### src/hdl/rde_pkg.sv
// Shared types, constants and helper functions of the RSSI distance estimator.
// No dependencies; used by every RTL file of the block.
package rde_pkg;

   localparam int WINDOW_DEFAULT = 8;

   localparam int RSSI_W     = 8;
   localparam int EXP_W      = 7;
   localparam int DIST_W     = 24;
   localparam int CSR_IDX_W  = 1;
   localparam int CSR_DATA_W = 8;

   localparam logic [CSR_IDX_W-1:0] CSR_RSSI_AT_ONE_METRE  = 1'b0;
   localparam logic [CSR_IDX_W-1:0] CSR_PATH_LOSS_EXPONENT = 1'b1;

   localparam logic signed [RSSI_W-1:0] RSSI_AT_ONE_METRE_RESET  = -8'sd59;
   localparam logic [EXP_W-1:0]         PATH_LOSS_EXPONENT_RESET = 7'd32;

   // dB difference and its magnitude
   localparam int DIFF_W = RSSI_W + 1;
   localparam int MAG_W  = RSSI_W + 1;

   // log2(10) in Q.16, times 16 for the Q3.4 exponent
   localparam int               LOG2_TEN_W   = 22;
   localparam logic [LOG2_TEN_W-1:0] LOG2_TEN_X16 = 22'd3483296;

   localparam int Y_NUM_W  = 30;
   localparam int Y_DEN_W  = 11;
   localparam int Y_W      = 28;
   localparam int FRAC_W   = 16;
   localparam int K_W      = Y_W - FRAC_W;
   localparam int M_W      = 18;
   localparam int DELTA_W  = 13;
   localparam int INTERP_W = 12;
   localparam int PROD_W   = DELTA_W + INTERP_W;
   localparam int SHL_MAX  = 7;
   localparam int SHR_W    = 5;

   localparam logic signed [K_W-1:0] K_SATURATE = 12'sd16;
   localparam logic signed [K_W-1:0] K_UNITY    = 12'sd8;
   localparam logic signed [K_W-1:0] K_VANISH   = -12'sd10;

   localparam logic [DIST_W-1:0] DIST_MAX = '1;

   typedef struct packed {
      logic done;
      logic rem_nonzero;
   } div_status_type;

   typedef enum logic [11:0] {
      S_IDLE       = 12'b0000_0000_0001,
      S_MEDIAN     = 12'b0000_0000_0010,
      S_PRODUCT    = 12'b0000_0000_0100,
      S_YDIV_START = 12'b0000_0000_1000,
      S_YDIV       = 12'b0000_0001_0000,
      S_SIGN       = 12'b0000_0010_0000,
      S_INTERP     = 12'b0000_0100_0000,
      S_SCALE      = 12'b0000_1000_0000,
      S_ACCUM      = 12'b0001_0000_0000,
      S_MEAN_START = 12'b0010_0000_0000,
      S_MEAN_DIV   = 12'b0100_0000_0000,
      S_OUT        = 12'b1000_0000_0000
   } state_type;

   // 2^(i/16) in Q.16
   function automatic logic [M_W-1:0] pow2_frac(input logic [4:0] idx);
      logic [M_W-1:0] v;
      case (idx)
         5'd0:    v = 18'd65536;
         5'd1:    v = 18'd68438;
         5'd2:    v = 18'd71468;
         5'd3:    v = 18'd74632;
         5'd4:    v = 18'd77936;
         5'd5:    v = 18'd81386;
         5'd6:    v = 18'd84990;
         5'd7:    v = 18'd88752;
         5'd8:    v = 18'd92682;
         5'd9:    v = 18'd96785;
         5'd10:   v = 18'd101070;
         5'd11:   v = 18'd105545;
         5'd12:   v = 18'd110218;
         5'd13:   v = 18'd115098;
         5'd14:   v = 18'd120194;
         5'd15:   v = 18'd125515;
         default: v = 18'd131072;
      endcase
      return v;
   endfunction

   function automatic logic signed [RSSI_W-1:0] median3(
      input logic signed [RSSI_W-1:0] a,
      input logic signed [RSSI_W-1:0] b,
      input logic signed [RSSI_W-1:0] c);
      logic signed [RSSI_W-1:0] hi;
      logic signed [RSSI_W-1:0] lo;
      logic signed [RSSI_W-1:0] m;
      hi = (a > b) ? a : b;
      lo = (a > b) ? b : a;
      if (c >= hi) begin
         m = hi;
      end else if (c <= lo) begin
         m = lo;
      end else begin
         m = c;
      end
      return m;
   endfunction

endpackage

### src/hdl/rssi_distance_estimator.sv
// RSSI distance estimator: median of three, log-distance path loss, moving mean.
// One request is in flight at a time (req_ready only in S_IDLE); the exponent
// uses the 30-step bit-serial divider and the mean is a reciprocal multiply.
// A held result stalls the next one in S_OUT. Synchronous active-high reset
// clears history, ring valid bits, running sum, ring position and config to
// their defaults.
module rssi_distance_estimator #(
   parameter int WINDOW = rde_pkg::WINDOW_DEFAULT
) (
   input  logic                                clock,
   input  logic                                reset,
   input  logic                                req_valid,
   output logic                                req_ready,
   input  logic signed [rde_pkg::RSSI_W-1:0]   req_rssi_sample,
   output logic                                rsp_valid,
   input  logic                                rsp_ready,
   output logic signed [rde_pkg::RSSI_W-1:0]   rsp_median_rssi,
   output logic [rde_pkg::DIST_W-1:0]          rsp_raw_distance,
   output logic [rde_pkg::DIST_W-1:0]          rsp_mean_distance,
   input  logic                                csr_write_enable,
   input  logic [rde_pkg::CSR_IDX_W-1:0]       csr_index,
   input  logic [rde_pkg::CSR_DATA_W-1:0]      csr_write_data
);

   localparam int AW          = $clog2(WINDOW);
   localparam int SUM_W       = rde_pkg::DIST_W + $clog2(WINDOW);
   localparam int UP_W        = rde_pkg::M_W + rde_pkg::SHL_MAX;
   localparam int PROD_FULL_W = rde_pkg::MAG_W + rde_pkg::LOG2_TEN_W;

   // floor(sum / WINDOW) = (sum * ceil(2^(SUM_W+AW) / WINDOW)) >> (SUM_W+AW)
   localparam int RECIP_SHIFT = SUM_W + AW;
   localparam int RECIP_W     = SUM_W + 1;
   localparam int MEAN_PROD_W = SUM_W + RECIP_W;
   localparam logic [RECIP_W-1:0] MEAN_RECIP =
      RECIP_W'(((64'd1 << RECIP_SHIFT) + 64'(WINDOW) - 64'd1) / 64'(WINDOW));

   rde_pkg::state_type state_ff;
   rde_pkg::state_type state_in;

   logic signed [rde_pkg::RSSI_W-1:0] rssi_at_ff;
   logic [rde_pkg::EXP_W-1:0]         expo_ff;
   logic signed [rde_pkg::RSSI_W-1:0] hist0_ff;
   logic signed [rde_pkg::RSSI_W-1:0] hist1_ff;
   logic signed [rde_pkg::RSSI_W-1:0] hist2_ff;

   logic signed [rde_pkg::RSSI_W-1:0] median_ff;
   logic signed [rde_pkg::RSSI_W-1:0] median_in;
   logic [rde_pkg::DIST_W-1:0]        old_ff;
   logic [rde_pkg::DIST_W-1:0]        old_in;
   logic                              neg_ff;
   logic                              neg_in;
   logic [rde_pkg::Y_NUM_W-1:0]       num_ff;
   logic [rde_pkg::Y_NUM_W-1:0]       num_in;
   logic [rde_pkg::Y_DEN_W-1:0]       den_ff;
   logic [rde_pkg::Y_DEN_W-1:0]       den_in;
   logic [rde_pkg::Y_W-1:0]           y_ff;
   logic [rde_pkg::Y_W-1:0]           y_in;
   logic signed [rde_pkg::K_W-1:0]    k_ff;
   logic [rde_pkg::M_W-1:0]           base_ff;
   logic [rde_pkg::M_W-1:0]           base_in;
   logic [rde_pkg::PROD_W-1:0]        prod_ff;
   logic [rde_pkg::PROD_W-1:0]        prod_in;
   logic [rde_pkg::DIST_W-1:0]        raw_ff;
   logic [rde_pkg::DIST_W-1:0]        raw_in;
   logic [SUM_W-1:0]                  sum_ff;
   logic [SUM_W-1:0]                  sum_in;
   logic [AW-1:0]                     pos_ff;
   logic [AW-1:0]                     pos_in;
   logic [WINDOW-1:0]                 valid_ff;
   logic [MEAN_PROD_W-1:0]            mean_prod_ff;
   logic [MEAN_PROD_W-1:0]            mean_prod_in;
   logic [rde_pkg::DIST_W-1:0]        mean_ff;
   logic [rde_pkg::DIST_W-1:0]        mean_in;

   logic                              rsp_valid_ff;
   logic signed [rde_pkg::RSSI_W-1:0] rsp_median_ff;
   logic [rde_pkg::DIST_W-1:0]        rsp_raw_ff;
   logic [rde_pkg::DIST_W-1:0]        rsp_mean_ff;

   logic                              req_xfer;
   logic                              out_slot_free;
   logic [rde_pkg::DIST_W-1:0]        ram_rd_data;

   logic signed [rde_pkg::DIFF_W-1:0] diff;
   logic [rde_pkg::MAG_W-1:0]         mag;
   logic [PROD_FULL_W-1:0]            prod_full;
   logic [rde_pkg::EXP_W-1:0]         expo_eff;
   logic [rde_pkg::Y_W-1:0]           y_mag;
   logic [3:0]                        tab_idx;
   logic [rde_pkg::M_W-1:0]           tab_next;
   logic [rde_pkg::DELTA_W-1:0]       delta;
   logic [rde_pkg::M_W-1:0]           mant;
   logic [UP_W-1:0]                   scaled_up;
   logic [rde_pkg::K_W-1:0]           shr_full;
   logic [rde_pkg::SHR_W-1:0]         shr;

   logic                              div_start;
   logic [rde_pkg::Y_NUM_W-1:0]       div_quotient;
   rde_pkg::div_status_type           div_status;

   assign req_ready     = (state_ff == rde_pkg::S_IDLE);
   assign req_xfer      = req_valid && req_ready;
   assign out_slot_free = !rsp_valid_ff || rsp_ready;

   // sequencer
   always_comb begin
      state_in = state_ff;
      unique case (state_ff)
         rde_pkg::S_IDLE: begin
            if (req_valid) begin
               state_in = rde_pkg::S_MEDIAN;
            end
         end
         rde_pkg::S_MEDIAN:     state_in = rde_pkg::S_PRODUCT;
         rde_pkg::S_PRODUCT:    state_in = rde_pkg::S_YDIV_START;
         rde_pkg::S_YDIV_START: state_in = rde_pkg::S_YDIV;
         rde_pkg::S_YDIV: begin
            if (div_status.done) begin
               state_in = rde_pkg::S_SIGN;
            end
         end
         rde_pkg::S_SIGN:       state_in = rde_pkg::S_INTERP;
         rde_pkg::S_INTERP:     state_in = rde_pkg::S_SCALE;
         rde_pkg::S_SCALE:      state_in = rde_pkg::S_ACCUM;
         rde_pkg::S_ACCUM:      state_in = rde_pkg::S_MEAN_START;
         rde_pkg::S_MEAN_START: state_in = rde_pkg::S_MEAN_DIV;
         rde_pkg::S_MEAN_DIV:   state_in = rde_pkg::S_OUT;
         rde_pkg::S_OUT: begin
            if (out_slot_free) begin
               state_in = rde_pkg::S_IDLE;
            end
         end
         default: state_in = rde_pkg::S_IDLE;
      endcase
   end

   // datapath
   always_comb begin
      median_in = rde_pkg::median3(hist0_ff, hist1_ff, hist2_ff);
      old_in    = valid_ff[pos_ff] ? ram_rd_data : '0;

      diff      = {rssi_at_ff[rde_pkg::RSSI_W-1], rssi_at_ff}
                - {median_ff[rde_pkg::RSSI_W-1], median_ff};
      neg_in    = diff[rde_pkg::DIFF_W-1];
      mag       = neg_in ? (-diff) : diff;
      prod_full = PROD_FULL_W'(mag) * PROD_FULL_W'(rde_pkg::LOG2_TEN_X16);
      num_in    = prod_full[rde_pkg::Y_NUM_W-1:0];
      expo_eff  = (expo_ff == '0) ? rde_pkg::EXP_W'(1) : expo_ff;
      den_in    = rde_pkg::Y_DEN_W'(expo_eff) * rde_pkg::Y_DEN_W'(10);

      // floor division from magnitude quotient
      y_mag     = {1'b0, div_quotient[rde_pkg::Y_W-2:0]}
                + rde_pkg::Y_W'(neg_ff && div_status.rem_nonzero);
      y_in      = neg_ff ? (-y_mag) : y_mag;

      tab_idx   = y_ff[rde_pkg::FRAC_W-1:rde_pkg::INTERP_W];
      base_in   = rde_pkg::pow2_frac({1'b0, tab_idx});
      tab_next  = rde_pkg::pow2_frac({1'b0, tab_idx} + 5'd1);
      delta     = rde_pkg::DELTA_W'(tab_next - base_in);
      prod_in   = rde_pkg::PROD_W'(delta) * rde_pkg::PROD_W'(y_ff[rde_pkg::INTERP_W-1:0]);

      mant      = base_ff + rde_pkg::M_W'(prod_ff[rde_pkg::PROD_W-1:rde_pkg::INTERP_W]);
      scaled_up = UP_W'(mant) << k_ff[2:0];
      shr_full  = rde_pkg::K_UNITY - k_ff;
      shr       = shr_full[rde_pkg::SHR_W-1:0];
      if (k_ff >= rde_pkg::K_SATURATE) begin
         raw_in = rde_pkg::DIST_MAX;
      end else if (k_ff >= rde_pkg::K_UNITY) begin
         raw_in = (scaled_up > UP_W'(rde_pkg::DIST_MAX)) ? rde_pkg::DIST_MAX
                                                         : scaled_up[rde_pkg::DIST_W-1:0];
      end else if (k_ff <= rde_pkg::K_VANISH) begin
         raw_in = '0;
      end else begin
         raw_in = rde_pkg::DIST_W'(mant >> shr);
      end

      sum_in = sum_ff - SUM_W'(old_ff) + SUM_W'(raw_ff);
      pos_in = (pos_ff == AW'(WINDOW - 1)) ? '0 : pos_ff + 1'b1;

      mean_prod_in = MEAN_PROD_W'(sum_ff) * MEAN_PROD_W'(MEAN_RECIP);
      mean_in      = mean_prod_ff[RECIP_SHIFT+rde_pkg::DIST_W-1:RECIP_SHIFT];
   end

   assign div_start = (state_ff == rde_pkg::S_YDIV_START);

   // control and architectural state
   always_ff @(posedge clock) begin
      if (reset) begin
         state_ff     <= rde_pkg::S_IDLE;
         rssi_at_ff   <= rde_pkg::RSSI_AT_ONE_METRE_RESET;
         expo_ff      <= rde_pkg::PATH_LOSS_EXPONENT_RESET;
         hist0_ff     <= '0;
         hist1_ff     <= '0;
         hist2_ff     <= '0;
         sum_ff       <= '0;
         pos_ff       <= '0;
         valid_ff     <= '0;
         rsp_valid_ff <= 1'b0;
      end else begin
         state_ff <= state_in;
         if (csr_write_enable) begin
            unique case (csr_index)
               rde_pkg::CSR_RSSI_AT_ONE_METRE:  rssi_at_ff <= signed'(csr_write_data);
               rde_pkg::CSR_PATH_LOSS_EXPONENT: expo_ff <= csr_write_data[rde_pkg::EXP_W-1:0];
               default: ;
            endcase
         end
         if (req_xfer) begin
            hist2_ff <= hist1_ff;
            hist1_ff <= hist0_ff;
            hist0_ff <= req_rssi_sample;
         end
         if (state_ff == rde_pkg::S_ACCUM) begin
            sum_ff           <= sum_in;
            pos_ff           <= pos_in;
            valid_ff[pos_ff] <= 1'b1;
         end
         if ((state_ff == rde_pkg::S_OUT) && out_slot_free) begin
            rsp_valid_ff <= 1'b1;
         end else if (rsp_ready) begin
            rsp_valid_ff <= 1'b0;
         end
      end
   end

   // payload registers
   always_ff @(posedge clock) begin
      if (state_ff == rde_pkg::S_MEDIAN) begin
         median_ff <= median_in;
         old_ff    <= old_in;
      end
      if (state_ff == rde_pkg::S_PRODUCT) begin
         neg_ff <= neg_in;
         num_ff <= num_in;
         den_ff <= den_in;
      end
      if (state_ff == rde_pkg::S_SIGN) begin
         y_ff <= y_in;
      end
      if (state_ff == rde_pkg::S_INTERP) begin
         k_ff    <= signed'(y_ff[rde_pkg::Y_W-1:rde_pkg::FRAC_W]);
         base_ff <= base_in;
         prod_ff <= prod_in;
      end
      if (state_ff == rde_pkg::S_SCALE) begin
         raw_ff <= raw_in;
      end
      if (state_ff == rde_pkg::S_MEAN_START) begin
         mean_prod_ff <= mean_prod_in;
      end
      if (state_ff == rde_pkg::S_MEAN_DIV) begin
         mean_ff <= mean_in;
      end
      if ((state_ff == rde_pkg::S_OUT) && out_slot_free) begin
         rsp_median_ff <= median_ff;
         rsp_raw_ff    <= raw_ff;
         rsp_mean_ff   <= mean_ff;
      end
   end

   rde_ram #(
      .WIDTH (rde_pkg::DIST_W),
      .DEPTH (WINDOW)
   ) u_ring (
      .clock   (clock),
      .wr_en   (state_ff == rde_pkg::S_ACCUM),
      .wr_addr (pos_ff),
      .wr_data (raw_ff),
      .rd_en   (req_xfer),
      .rd_addr (pos_ff),
      .rd_data (ram_rd_data)
   );

   rde_divider #(
      .NUM_W (rde_pkg::Y_NUM_W),
      .DEN_W (rde_pkg::Y_DEN_W)
   ) u_divider (
      .clock       (clock),
      .reset       (reset),
      .start       (div_start),
      .numerator   (num_ff),
      .denominator (den_ff),
      .quotient    (div_quotient),
      .status      (div_status)
   );

   assign rsp_valid         = rsp_valid_ff;
   assign rsp_median_rssi   = rsp_median_ff;
   assign rsp_raw_distance  = rsp_raw_ff;
   assign rsp_mean_distance = rsp_mean_ff;

endmodule

### src/hdl/rde_ram.sv
// Generic single-port-write, single-port-read RAM with registered read data.
// Depends on rde_pkg for default sizes.
module rde_ram #(
   parameter int WIDTH = rde_pkg::DIST_W,
   parameter int DEPTH = rde_pkg::WINDOW_DEFAULT
) (
   input  logic                     clock,
   input  logic                     wr_en,
   input  logic [$clog2(DEPTH)-1:0] wr_addr,
   input  logic [WIDTH-1:0]         wr_data,
   input  logic                     rd_en,
   input  logic [$clog2(DEPTH)-1:0] rd_addr,
   output logic [WIDTH-1:0]         rd_data
);

   logic [WIDTH-1:0] storage_ff [DEPTH];
   logic [WIDTH-1:0] rd_data_ff;

   always_ff @(posedge clock) begin
      if (wr_en) begin
         storage_ff[wr_addr] <= wr_data;
      end
      if (rd_en) begin
         rd_data_ff <= storage_ff[rd_addr];
      end
   end

   assign rd_data = rd_data_ff;

endmodule

### src/hdl/rde_divider.sv
// Bit-serial restoring divider, one quotient bit per cycle.
// Depends on rde_pkg (status struct, default widths).
module rde_divider #(
   parameter int NUM_W = rde_pkg::Y_NUM_W,
   parameter int DEN_W = rde_pkg::Y_DEN_W
) (
   input  logic                        clock,
   input  logic                        reset,
   input  logic                        start,
   input  logic [NUM_W-1:0]            numerator,
   input  logic [DEN_W-1:0]            denominator,
   output logic [NUM_W-1:0]            quotient,
   output rde_pkg::div_status_type     status
);

   localparam int CNT_W = $clog2(NUM_W);

   logic             busy_ff;
   logic             done_ff;
   logic [CNT_W-1:0] count_ff;
   logic [NUM_W-1:0] quo_ff;
   logic [DEN_W-1:0] rem_ff;
   logic [DEN_W-1:0] den_ff;

   logic [DEN_W:0]   trial;
   logic [DEN_W:0]   trial_sub;
   logic             fits;
   logic [NUM_W-1:0] quo_in;
   logic [DEN_W-1:0] rem_in;

   always_comb begin
      trial     = {rem_ff, quo_ff[NUM_W-1]};
      trial_sub = trial - {1'b0, den_ff};
      fits      = (trial >= {1'b0, den_ff});
      rem_in    = fits ? trial_sub[DEN_W-1:0] : trial[DEN_W-1:0];
      quo_in    = {quo_ff[NUM_W-2:0], fits};
   end

   always_ff @(posedge clock) begin
      if (reset) begin
         busy_ff  <= 1'b0;
         done_ff  <= 1'b0;
         count_ff <= '0;
      end else begin
         done_ff <= 1'b0;
         if (start) begin
            busy_ff  <= 1'b1;
            count_ff <= '0;
         end else if (busy_ff) begin
            count_ff <= count_ff + 1'b1;
            if (count_ff == CNT_W'(NUM_W - 1)) begin
               busy_ff <= 1'b0;
               done_ff <= 1'b1;
            end
         end
      end
   end

   always_ff @(posedge clock) begin
      if (start) begin
         quo_ff <= numerator;
         rem_ff <= '0;
         den_ff <= denominator;
      end else if (busy_ff) begin
         quo_ff <= quo_in;
         rem_ff <= rem_in;
      end
   end

   assign quotient           = quo_ff;
   assign status.done        = done_ff;
   assign status.rem_nonzero = |rem_ff;

endmodule

### config.mk
export PLATFORM = sky130hd
export DESIGN_NAME = rssi_distance_estimator
export DESIGN_NICKNAME = d
export VERILOG_FILES = /design/src/hdl/rde_pkg.sv /design/src/hdl/rssi_distance_estimator.sv /design/src/hdl/rde_ram.sv /design/src/hdl/rde_divider.sv
export SDC_FILE = /design/constraint.sdc
export NUM_CORES = 2
export LEC_CHECK = 0
export BUFFER_PORTS_ARGS = -buffer_cell sky130_fd_sc_hd__buf_2
export CAP_MARGIN = 20
export CORE_MARGIN = 5
export CORE_UTILIZATION = 40
export CTS_CLUSTER_DIAMETER = 80
export DETAILED_ROUTE_END_ITERATION = 8
export PLACE_DENSITY = 0.61
export SLEW_MARGIN = 20
export SYNTH_ARGS = -nofsm -noshare
export SYNTH_HDL_FRONTEND = slang
export SYNTH_HIERARCHICAL = 1
export SYNTH_SLANG_ARGS = --single-unit
### constraint.sdc
create_clock -name clock -period 14.9 [get_ports clock]
set_input_delay 0 -clock clock [delete_from_list [all_inputs] [get_ports clock]]
set_output_delay 0 -clock clock [all_outputs]
set_load 0.01 [all_outputs]
# After elaboration in Yosys (flattened, before gate mapping)
# Memories as Yosys holds them, arrays and structs flattened. A register that Yosys moved wholly into a read port is not among the register bits.
# Index checks and enable logic that the tools add are counted.
# W data, S select, Z words.
# op_classes
add_sub_neg,13
mul,3
n_lt_le_gt_ge,10
n_eq_ne,17
n_shift,2
mux,32
bitwise_logic,3
reduce_logical,15
# ops
operator,n
$pmux W12 S12,1
$mux W24,3
$mux W30,2
$mux W12,3
$mux W8,4
$add A27 B1 Y28,1
$mux W28,1
$neg A28 Y28,1
$add A27 B24 Y27,1
$sub A27 B24 Y27,1
$gt A25 B24 Y1 const B,1
$mul A13 B12 Y25,1
$mul A9 B17 Y25 const B,1
$shl A18 B3 Y25,1
$shr A18 B5 Y24,1
$add A18 B13 Y18,1
$mux W13,1
$sub A13 B13 Y13,1
$eq A12 B1 Y1 const B,1
$eq A12 B10 Y1 const B,1
$eq A12 B11 Y1 const B,1
$eq A12 B12 Y1 const B,1
$eq A12 B2 Y1 const B,1
$eq A12 B3 Y1 const B,1
other kinds (47),63
# totals
ff_bits,430
mem_bits_rw,192
rom_bits,512
out_inout_bits,58
elab_cells,130
n_memories,3
# memory_table
name,words,width,rd,rd_ports_with_merged_regs,wr,line,text
(name not given),16,16,1,1,0,rde_pkg.sv:68,case (idx)
(name not given),16,16,1,0,0,rde_pkg.sv:68,
u_ring.storage_ff,8,24,1,1,1,rde_ram.sv:16,logic [WIDTH-1:0] storage_ff [DEPTH];

# Logic depth before layout (Yosys ltp)
# logic_depth
ltp_word,6
ltp_mapped,34
mapped_depth_nobuf,32

# Cells and area by module
# Netlist, hierarchy kept.
# modules_own_cells
module,instances,cells_each,area_each_um2,seq_area_each_um2
rssi_distance_estimator,1,2926,28421.0,10079.7
rde_ram,1,314,8050.2,6486.2
rde_divider,1,277,3243.1,1591.5

# Worst setup path after synthesis
# No wires, ideal clock.
# synth_path
kind,reg2reg
from,reg y_ff[12] (netlist name)
to,"reg prod_ff[24] (netlist name), data pin"
setup_ns,0.260
arrival_ns,8.313
t_required_ns,14.640
path_slack_ns,6.327
path_stages_with_launch,34
synth_period_minus_slack_ns,8.573
path_cell_list,edfxtp_1 ha_1 clkbuf_1 xor2_1 a21oi_1 a22o_1 inv_1 ha_1 nor2b_1 o21ai_0 a21boi_0 o21a_1 o21a_1 o21ai_0 a21oi_1 o41ai_1 clkbuf_1 mux2_2 fa_1 inv_1 fa_1 fa_1 fa_1 inv_1 fa_1 inv_1 ha_1 or3_1 o21ai_0 a311o_1 a31oi_1 a21o_1 a21oi_1 xnor2_1
# synth_via
elab_chain_cells,5
# synth_rtl
element,line,text
"start, declared",rssi_distance_estimator.sv:56,logic [rde_pkg::Y_W-1:0] y_ff;
"start signal, assigned",rssi_distance_estimator.sv:238,y_ff <= y_in;
$add A4 B1 Y5 *,rssi_distance_estimator.sv:158,"tab_next = rde_pkg::pow2_frac({1'b0, tab_idx} + 5'd1);"
$mem_v2 Z16 W16,n/a,
$mux W13 *,rde_pkg.sv:68,
$sub A13 B13 Y13 *,rssi_distance_estimator.sv:159,delta = rde_pkg::DELTA_W'(tab_next - base_in);
$mul A13 B12 Y25 *,rssi_distance_estimator.sv:160,prod_in = rde_pkg::PROD_W'(delta) * rde_pkg::PROD_W'(y_ff[rde_pkg::INTERP_W-1:0]);
"named net prod_in, one bit",rssi_distance_estimator.sv:62,logic [rde_pkg::PROD_W-1:0] prod_in;
"end signal, assigned",rssi_distance_estimator.sv:243,prod_ff <= prod_in;
"end, declared",rssi_distance_estimator.sv:61,logic [rde_pkg::PROD_W-1:0] prod_ff;
# The timed path passes the listed nets; every way through them passes the cells marked *.
# A chain may end at the register's enable or synchronous reset.

# Worst setup path after layout
# Ends and elaborated chain as after synthesis.

==> results.md <==
* H-tree depth at 3
* Power per Cell Area at 139 mW/mm^2
* Mean Syn Cell Area at 11.3 um^2
* Num CTS Buffers at 73
* RSZ-0062 raised after global routing: false
* Post-CTS Setup Inserts at 0
* Final net count at 4052
* Vert. Die Dim at 325 um
* Remaining DRCs at 0
* YS warnings at 6
* Initial Util at 40.4%
* DIE WIDTH at 325 um
* Critical path's slowest cell: o21ai_0
* MaxCap Viol Count at 0
* CP max FO at 12
* Pre-CTS WS at 5760 ps
* Status: finished, final reports clean
* Initial DRT Pass Iterations at 5
* Skew-Pair Late Insertion Delay at 640 ps
* Final hold violation count at 0
* Crit share post-route at 61.8%
* Max frequency at 0.109 GHz
* Layout Skew at 31.3 ps
* Primary FF master, synth: edfxtp_1
* Setup TNS at 0 ps
* Crit path launch type: flip-flop
* Layout fillers at 9075
* Core Region at 0.0984 mm^2
* Final setup viols at 0
* Post-route design area at 0.0444 mm^2
* Share of layout cells above drive strength 1 at 11.6%
* Max Slew Vio Count at 0
* Clock Root Buffer: clkbuf_16
* Initial antenna violation count at 1
* CTS tree: built
* Period minus WS final at 9200 ps
* DRT iter0 DRCs at 1990
* Worst VDD drop at 0.308 mV
* Setup ws final at 5700 ps
* Cell mode on critical path: fa_1
* RePlAce Congestion at 0.906
* Resize count post-CTS at 0
* Max_slew headroom at 29.7%
* WHS at 204 ps
* Reg clk slew, reported paths at 60 ps
* Slowest stage delay, CP at 770 ps
* Multi-input logic area at 0.0195 mm^2
* Synth async-reset ratio at 0%
* Final wirelength at 92.3 mm
* Total clock sinks at 646
* Total gr overflow at 0
* Mapped Area at 0.0397 mm^2
* # rows at 115
* Design Power at 6.16 mW
* Worst Tran Pin Value at 1050 ps
* Critical path class: flip-flop to flip-flop
* Crit path DAT at 9570 ps
* R2R Setup Slk at 5700 ps
* Yosys cell types at 111
* First-pass GRT wire length at 148 mm
* Pin count of the biggest net entering global routing at 68
* Vias per inst at 5.32
* Seq/Total Area, Yosys at 45.7%
* Hold-fix buffers, CTS at 48
* LEAKAGE at 17.3 nW
* GRT Util Overall at 17.3%
* # diodes at 0
* IO Pins at 80
* CP endpoint kind: flip-flop
* WL/cell at 18.6 um
* Vias in the first global route at 26300
* Worst hold path class: input port to flip-flop
* Synthesized flop and latch total at 646
* Cells after synthesis at 3517
* Worst EP required at 15270 ps
* Antenna Nets Post-Route at 0
* Detailed-route via count at 26400
* Post-detail-place hpwl at 66.5 mm
* Area grow syn2layout at 11.9%
* Max Buffers Root-to-Sink at 3
* Post-DP Area at 0.0415 mm^2
* Die area at 0.106 mm^2
* Reg area at 0.0182 mm^2
* Buffers on Ports at 79
* Post-synth EDFFs at 522
-- kinds of logic (layout without fill, tap and decap cells) --
family                     after synthesis  in the layout  share of synthesized area, %
AOI/OAI and AO/OA                      599            599                          10.1
xor gates and xnor gates               155            155                          3.44
adders and majority gates              413            413                          16.2
buffers and inverters                  531            686                          5.33
DFF                                    646            646                          45.7
muxes                                  165            165                          6.46
other                                    1              6                       0.00944
and+or+nand+nor                       1007           1007                          12.8
-- worst max-delay path: cells and delay by family, from the launching register on --
kind            cells  cell delay [ps]
mux                 1              560
buf+inv             3              140
fa+ha+maj           8             3570
xor+xnor            2              550
flops               1              540
simple gates        3              650
compound gates     13             2900
-- flip-flops by register name, indices dropped and copies added, names as in the netlist, 10 cells and up --
register,cells
den_ff,10
k_ff,12
rsp_mean_distance,24
u_ring/rd_data,24
sum_ff,27
u_divider/quotient,30
u_divider/rem_ff,11
u_divider/den_ff,11
num_ff,25
base_in,16
prod_ff,13
mean_ff,24
base_ff,16
old_ff,24
u_ring/storage_ff,192
mean_prod_ff,24
raw_ff,24
y_ff,28
rsp_raw_distance,24
state_ff,12
-- final timing paths --
check / startpoint / end / cells past startpoint
worst min-delay path: csr_write_data[1] / expo_ff[1] / 4
worst min register to register: mean_ff[4] / rsp_mean_distance[4] / 0
worst max-delay path: y_ff[12] / prod_ff[24] / 30
worst max register to register: y_ff[12] / prod_ff[24] / 30
-- report_power, final --
part	switching (mW)	total, mW	internal [mW]
Clock	0.742	1.85	1.11
Sequential	0.0227	2.12	2.09
Combinational	1.22	2.19	0.978
-- synth_stat cells (27+ instances only) --
cell / number / share of area (%)
nand3_1: 84 / 1.1
ha_1: 245 / 7.7
xnor2_1: 97 / 2.1
o21a_1: 31 / 0.59
mux2i_1: 39 / 0.98
xor2_1: 57 / 1.3
edfxtp_1: 522 / 39
a21oi_1: 182 / 2.3
inv_1: 377 / 3.6
nand2_1: 326 / 3.1
a21o_1: 32 / 0.60
a211oi_1: 29 / 0.55
nor3_1: 61 / 0.77
clkbuf_1: 115 / 1.1
dfxtp_1: 124 / 6.3
mux2_2: 48 / 1.4
fa_1: 168 / 8.5
mux4_2: 61 / 3.5
and2_1: 58 / 0.91
nor2b_1: 62 / 0.98
and3_1: 27 / 0.43
nor2_1: 179 / 1.7
o21ai_0: 98 / 1.2
a31oi_1: 27 / 0.43
nand2b_1: 45 / 0.71
-- routing by layer --
| metal | global-route usage, % | wire (um) | up-vias |
|---|---|---|---|
| met4 | 6.42 | 3370 | 2 |
| met5 | 0 | 13 | - |
| met2 | 29.0 | 43900 | 640 |
| met3 | 2.61 | 4360 | 134 |
| li1 | - | - | 12700 |
| met1 | 22.9 | 40600 | 12900 |
-- cells in the final DEF, fill, tap and decap left out, types with 61 or more instances in the layout --
cell,count
mux4_2,61
fa_1,168
nor2_1,173
clkbuf_16,73
nand2_1,326
a21oi_1,182
xnor2_1,97
inv_1,377
buf_2,78
edfxtp_1,522
ha_1,245
o21ai_0,97
nor2b_1,61
dfxtp_1,121
nand3_1,84
-- area by class of cell --
class                   instances  area share (%)
clock buffers                  93            4.35
clock inverters                42            1.28
inverters                     380            3.21
multi-input cells            2345            43.9
flip-flops and latches        646            40.9
well taps                    1287            3.62
repair buffers                171            2.72
-- per-stage QoR --
step                instances  utilization (%)
floorplan                3522                -
global placement         4781             42.1
detailed placement       4781             42.1
CTS                      4964             45.2
global route             4964             45.2
finish                   4964             45.2
(Power assumes the default switching activity.)
